## src/sv/ntt_pkg.sv

```systemverilog
// ----------------------------------------------------------------------------
// ntt_pkg
// Shared constants, codes and controller/datapath interface types for the
// forward NTT block.
// ----------------------------------------------------------------------------
package ntt_pkg;

  localparam int LOG_N_MAX = 10;
  localparam int COEF_AW   = LOG_N_MAX;
  localparam int ROOT_AW   = LOG_N_MAX - 1;
  localparam int WORD_W    = 30;

  localparam logic [1:0] OP_LOAD_COEF = 2'd0;
  localparam logic [1:0] OP_LOAD_ROOT = 2'd1;
  localparam logic [1:0] OP_START     = 2'd2;
  localparam logic [1:0] OP_READ      = 2'd3;

  localparam logic [1:0] CFG_MODULUS  = 2'd0;
  localparam logic [1:0] CFG_NEG_INV  = 2'd1;
  localparam logic [1:0] CFG_LOG_SIZE = 2'd2;

  localparam logic [1:0] WS_LOAD = 2'd0;
  localparam logic [1:0] WS_REM  = 2'd1;
  localparam logic [1:0] WS_SUM  = 2'd2;
  localparam logic [1:0] WS_DIFF = 2'd3;

  localparam logic [1:0] RS_COEF = 2'd0;
  localparam logic [1:0] RS_ROOT = 2'd1;
  localparam logic [1:0] RS_MONT = 2'd2;

  typedef struct packed {
    logic               coef_re;
    logic               coef_we;
    logic [COEF_AW-1:0] coef_addr;
    logic [1:0]         coef_wsel;
    logic               root_re;
    logic               root_we;
    logic [ROOT_AW-1:0] root_addr;
    logic               rem_go;
    logic [1:0]         rem_sel;
    logic               cap_w;
    logic               cap_v;
    logic               cap_u;
    logic               cap_t;
    logic               cap_out;
  } ntt_cmd_t;

  typedef struct packed {
    logic rem_done;
  } ntt_stat_t;

endpackage

```

## src/sv/ntt_ctrl.sv

```systemverilog
// ----------------------------------------------------------------------------
// ntt_ctrl
// Sequencer: decodes commands, runs the reduction pass and the butterfly
// schedule stage by stage, and raises the result strobe.
// ----------------------------------------------------------------------------
module ntt_ctrl
  import ntt_pkg::*;
(
  input  logic               clk,
  input  logic               rst,
  input  logic               start,
  input  logic [1:0]         opcode,
  input  logic [COEF_AW-1:0] index,
  input  logic [3:0]         log_size,
  input  ntt_stat_t          stat,
  output ntt_cmd_t           cmd,
  output logic               busy,
  output logic               result_valid,
  output logic               kind
);

  localparam logic [4:0] S_IDLE    = 5'd0;
  localparam logic [4:0] S_RD_GO   = 5'd1;
  localparam logic [4:0] S_RD_RED  = 5'd2;
  localparam logic [4:0] S_RD_OUT  = 5'd3;
  localparam logic [4:0] S_PRE_RD  = 5'd4;
  localparam logic [4:0] S_PRE_GO  = 5'd5;
  localparam logic [4:0] S_PRE_RED = 5'd6;
  localparam logic [4:0] S_BF_RW   = 5'd7;
  localparam logic [4:0] S_BF_WGO  = 5'd8;
  localparam logic [4:0] S_BF_WRED = 5'd9;
  localparam logic [4:0] S_BF_RV   = 5'd10;
  localparam logic [4:0] S_BF_RU   = 5'd11;
  localparam logic [4:0] S_BF_GU   = 5'd12;
  localparam logic [4:0] S_BF_M1   = 5'd13;
  localparam logic [4:0] S_BF_M2   = 5'd14;
  localparam logic [4:0] S_BF_TGO  = 5'd15;
  localparam logic [4:0] S_BF_TRED = 5'd16;
  localparam logic [4:0] S_BF_WU   = 5'd17;
  localparam logic [4:0] S_BF_WV   = 5'd18;
  localparam logic [4:0] S_DONE    = 5'd19;

  logic [4:0]         state, state_next;
  logic [COEF_AW-1:0] j, j_next;
  logic [ROOT_AW-1:0] i, i_next;
  logic [3:0]         s, s_next;
  logic [3:0]         lg;
  logic [COEF_AW-1:0] nm1;
  logic [ROOT_AW-1:0] hm1;
  logic [ROOT_AW-1:0] off, k;
  logic [COEF_AW-1:0] pu, pv;

  assign lg  = (log_size > 4'(LOG_N_MAX)) ? 4'(LOG_N_MAX) : log_size;
  assign nm1 = COEF_AW'(({1'b0, {COEF_AW{1'b0}}} | (COEF_AW+1)'(1) << lg) - (COEF_AW+1)'(1));
  assign hm1 = ROOT_AW'(((COEF_AW)'(1) << (lg - 4'd1)) - COEF_AW'(1));
  assign off = i & ROOT_AW'((COEF_AW'(1) << s) - COEF_AW'(1));
  assign k   = i >> s;
  assign pu  = (COEF_AW'(k) << (s + 4'd1)) | COEF_AW'(off);
  assign pv  = pu | (COEF_AW'(1) << s);

  assign busy         = (state != S_IDLE);
  assign result_valid = (state == S_RD_OUT) || (state == S_DONE);
  assign kind         = (state == S_DONE);

  always_ff @(posedge clk) begin
    if (rst) begin
      state <= S_IDLE;
      j     <= '0;
      i     <= '0;
      s     <= '0;
    end else begin
      state <= state_next;
      j     <= j_next;
      i     <= i_next;
      s     <= s_next;
    end
  end

  always_comb begin
    state_next = state;
    j_next     = j;
    i_next     = i;
    s_next     = s;
    cmd        = '0;
    case (state)
      S_IDLE: begin
        cmd.coef_addr = index;
        cmd.root_addr = index[ROOT_AW-1:0];
        cmd.coef_wsel = WS_LOAD;
        if (start) begin
          case (opcode)
            OP_LOAD_COEF: cmd.coef_we = 1'b1;
            OP_LOAD_ROOT: cmd.root_we = 1'b1;
            OP_START: begin
              j_next     = '0;
              state_next = S_PRE_RD;
            end
            OP_READ: begin
              cmd.coef_re = 1'b1;
              state_next  = S_RD_GO;
            end
            default: state_next = S_IDLE;
          endcase
        end
      end
      S_RD_GO: begin
        cmd.rem_go  = 1'b1;
        cmd.rem_sel = RS_COEF;
        state_next  = S_RD_RED;
      end
      S_RD_RED: begin
        if (stat.rem_done) begin
          cmd.cap_out = 1'b1;
          state_next  = S_RD_OUT;
        end
      end
      S_RD_OUT: state_next = S_IDLE;
      S_PRE_RD: begin
        cmd.coef_re   = 1'b1;
        cmd.coef_addr = j;
        state_next    = S_PRE_GO;
      end
      S_PRE_GO: begin
        cmd.rem_go  = 1'b1;
        cmd.rem_sel = RS_COEF;
        state_next  = S_PRE_RED;
      end
      S_PRE_RED: begin
        cmd.coef_addr = j;
        cmd.coef_wsel = WS_REM;
        if (stat.rem_done) begin
          cmd.coef_we = 1'b1;
          j_next      = j + COEF_AW'(1);
          if (j != nm1) begin
            state_next = S_PRE_RD;
          end else if (lg == 4'd0) begin
            state_next = S_DONE;
          end else begin
            s_next     = lg - 4'd1;
            i_next     = '0;
            state_next = S_BF_RW;
          end
        end
      end
      S_BF_RW: begin
        cmd.root_re   = 1'b1;
        cmd.root_addr = k;
        state_next    = S_BF_WGO;
      end
      S_BF_WGO: begin
        cmd.rem_go  = 1'b1;
        cmd.rem_sel = RS_ROOT;
        state_next  = S_BF_WRED;
      end
      S_BF_WRED: begin
        if (stat.rem_done) begin
          cmd.cap_w  = 1'b1;
          state_next = S_BF_RV;
        end
      end
      S_BF_RV: begin
        cmd.coef_re   = 1'b1;
        cmd.coef_addr = pv;
        state_next    = S_BF_RU;
      end
      S_BF_RU: begin
        cmd.cap_v     = 1'b1;
        cmd.coef_re   = 1'b1;
        cmd.coef_addr = pu;
        state_next    = S_BF_GU;
      end
      S_BF_GU: begin
        cmd.cap_u  = 1'b1;
        state_next = S_BF_M1;
      end
      S_BF_M1: state_next = S_BF_M2;
      S_BF_M2: state_next = S_BF_TGO;
      S_BF_TGO: begin
        cmd.rem_go  = 1'b1;
        cmd.rem_sel = RS_MONT;
        state_next  = S_BF_TRED;
      end
      S_BF_TRED: begin
        if (stat.rem_done) begin
          cmd.cap_t  = 1'b1;
          state_next = S_BF_WU;
        end
      end
      S_BF_WU: begin
        cmd.coef_we   = 1'b1;
        cmd.coef_addr = pu;
        cmd.coef_wsel = WS_SUM;
        state_next    = S_BF_WV;
      end
      S_BF_WV: begin
        cmd.coef_we   = 1'b1;
        cmd.coef_addr = pv;
        cmd.coef_wsel = WS_DIFF;
        i_next        = i + ROOT_AW'(1);
        state_next    = S_BF_RW;
        if (i == hm1) begin
          i_next = '0;
          if (s == 4'd0) begin
            state_next = S_DONE;
          end else begin
            s_next = s - 4'd1;
          end
        end
      end
      S_DONE: state_next = S_IDLE;
      default: state_next = S_IDLE;
    endcase
  end

endmodule

```

## config.mk

```make
export PLATFORM = sky130hd
export DESIGN_NAME = ntt_ctrl
export DESIGN_NICKNAME = d
export VERILOG_FILES = /design/src/sv/ntt_pkg.sv /design/src/sv/ntt_ctrl.sv
export SDC_FILE = /design/constraint.sdc
export NUM_CORES = 1
export LEC_CHECK = 0
export CELL_PAD_IN_SITES_DETAIL_PLACEMENT = 0
export CELL_PAD_IN_SITES_GLOBAL_PLACEMENT = 1
export CORE_MARGIN = 3
export CORE_UTILIZATION = 48
export CTS_CLUSTER_DIAMETER = 60
export CTS_CLUSTER_SIZE = 10
export DETAILED_ROUTE_END_ITERATION = 8
export DONT_BUFFER_PORTS = 1
export HOLD_SLACK_MARGIN = 0.12
export PLACE_DENSITY_LB_ADDON = 0.1
export REMOVE_ABC_BUFFERS = 1
export SYNTH_ARGS = -nofsm -noshare
export SYNTH_HDL_FRONTEND = slang
export SYNTH_SLANG_ARGS = --single-unit
```

## constraint.sdc

```tcl
create_clock -name clk -period 4.2 [get_ports clk]
set_input_delay 0.63 -clock clk [delete_from_list [all_inputs] [get_ports clk]]
set_output_delay 0.63 -clock clk [all_outputs]
set_load 0.05 [all_outputs]
```

==> impl_metrics.toml <==
[clock_tree]
cts_setup_buffers = 0
cts_sinks = 28
root_buffer = "clkbuf_8"
clockBufferDepth = 2
cts_hold_buffers = 0
cts_buffers = 3
htreeDepth = 1
path_clk_slew_ns = 0.10
cts_tree = "done"
ctsResizeCount = 0
clk_latency_ns = 0.28

[grt]
grt_pass1_wl_um = 21270
grt_pass1_vias = 4035
antenna_found_initial = 0
grtUsageTotal_pct = 26.15
grt.overflow.total = 0
grt_max_degree = 23

[synthesis]
yosysSeqAreaShare_pct = 13.35
yosys.cell_types.count = 84
synthArstFlopShare_pct = 0
avgSynthCellArea_um2 = 7.254
ys_ff_latch = 28
synth_edf_count = 0
synth_area_leaders = "dfxtp_1, nand2_1, nor2_1"
yosys.area.top_type_share_pct = 13.35
synthFlopType = "dfxtp_1"
yosysWarnings = 0
yosysTopAreaCell = "dfxtp_1"
synthesis.area_um2 = 4200
netlist_instances = 579

[layout]
antenna_cells = 0
design_area_um2 = 4433
regArea_um2 = 560.5
multi_input_area_um2 = 3378
final_nets = 605
final_cell_mix = "nand2_1, nor2_1, buf_4"
n_fill_cell = 841
syn2layout_area_growth_pct = 5.541
drive_gt1_share_pct = 13.40
final_common_cell = "nand2_1"

[sta]
finalSetupViolations = 0
fin_crit_sh_pct = 94.19
setup_slack_ns = 0.2438
slew_headroom_pct = 31.95
worstMarginPinSlew_ns = 1.015
finalHoldViolations = 0
grt_setup_unrepaired = "no"
post-route-min-period_ns = 3.956
drv_slew = 0
fin_tns_setup_ns = 0
skew_ns = 0.01338
max_freq_mhz = 252.8

[floorplan]
fp.dieH_um = 99.55
rows = 33
fp.dieW_um = 99.55
core_area_um2 = 8341
start_util_pct = 50.36
io_pins = 56
die-area_um2 = 9909

[drt]
wl_per_cell_um = 19.53
drt.antenna.violating_nets = 0
via_per_inst = 6.567
drc = 0
drtPass1Iterations = 6
route.final.wire_length_um = 13120
vias = 4413
drt_iter0_markers = 376

[placement]
place_congestion = 0.9158
dp_slack_ns = 0.07552
place_area_um2 = 4378
place_hpwl_um = 10230
port_buffers = 0

[power]
powerDensity_nw_per_um2 = 250.7
power.leakage_nw = 1.619
peakVddDrop_mv = 0.1238

[worst_setup_path]
worstPathRequired_ns = 4.38
cp-start-kind = "input port"
worstPathMaxFanout = 16
end_kind = "flop"
cp.arrival_ns = 4.13
worstSetupPathType = "in -> reg"

[worst_hold_path]
min_path_type = "in -> reg"

[status]
status = "completed"

[run]
maxCapViolCount = 0
==> power breakdown <==
| part | switching [mW] | internal [mW] |
|---|---|---|
| logic | 0.465 | 0.186 |
| registers | 0.0212 | 0.272 |
| clock network | 0.0831 | 0.0839 |
| total | 0.569 | 0.542 |
==> final timing paths <==
kind / startpoint / slack [ns] / endpoint / cells after the start
worst max-delay path: log_size[2] / 0.24 / s[1] / 16
worst min-delay path: rst / 0.42 / state[1] / 1
worst max register to register: state[4] / 1.26 / i[8] / 7
worst min register to register: j[0] / 0.62 / j[0] / 1
==> cells by family (layout without fill, tap and decap cells) <==
| family | count (synthesis) | in the layout | share of synthesized area [%] |
|---|---|---|---|
| DFF | 28 | 28 | 13.35 |
| muxes | 28 | 28 | 8.668 |
| AOI/OAI and AO/OA | 166 | 166 | 29.46 |
| and+or+nand+nor | 236 | 236 | 28.75 |
| adders and majority gates | 17 | 17 | 5.064 |
| buffers and inverters | 68 | 56 | 6.881 |
| xor gates and xnor gates | 36 | 36 | 7.834 |
==> synth_stat cells (5+ instances only) <==
cell type	count
xor2_1	20
a211oi_1	12
and2_1	6
dfxtp_1	28
nand2_1	62
nor3_1	16
a22o_1	5
xnor2_1	15
nor4_1	5
a222oi_1	7
clkbuf_1	28
mux2_2	7
o31ai_1	6
nand4_1	6
nor2_1	60
and3_1	6
a22oi_1	5
o21ai_0	35
or3_1	9
buf_2	12
a31oi_1	8
a21oi_1	25
o211ai_1	6
nand3_1	21
a211oi_2	7
nor2b_1	7
ha_1	17
inv_1	21
mux2i_1	15
mux4_2	6
nand2b_1	9
o311ai_0	5
==> registers in the layout, indices dropped and copies added (netlist names) <==
register	count
s	4
state	5
j	10
i	9
==> metal layers <==
layer,vias up,global-route usage (%),share of wire [%]
li1,2137,-,-
met1,2087,35.79,44
met3,18,4.839,7.8
met2,171,42.41,46
met5,-,0,0
met4,0,6.618,1.9
==> critical path, cell delays in order <==
cell and delay, ns:
o21ai_0 0.13, nand2_1 0.17, ha_1 0.35, nor2_1 0.20, nand3_2 0.13, nand2_1 0.13, nand2_1 0.06, ha_1 0.27
xnor2_1 0.28, nand2_1 0.13, a211oi_1 0.28, o311ai_0 0.24, nor4b_1 0.36, nand4_1 0.27, nor3b_1 0.23, a311oi_1 0.25
==> metrics by stage <==
step / hold slack (ns) / cells / power (mW) / utilization (%)
after floorplan: 0.5126 / 533 / 0.7925 / -
after global placement: 0.5683 / 668 / 0.9402 / 52.49
after detailed placement: 0.5771 / 668 / 0.9421 / 52.49
after CTS: 0.4074 / 672 / 1.108 / 53.15
after global routing: 0.4003 / 672 / 1.165 / 53.15
final: 0.4150 / 672 / 1.111 / 53.15
==> final cells by class <==
cell class | count | area share, %
multi-input combinational | 483 | 76.21
sequential | 28 | 12.64
timing repair buffer | 30 | 5.080
tap | 105 | 2.964
inverter | 22 | 1.863
clock buffer | 4 | 1.242
Note: power is estimated with default switching activity, not from simulation.
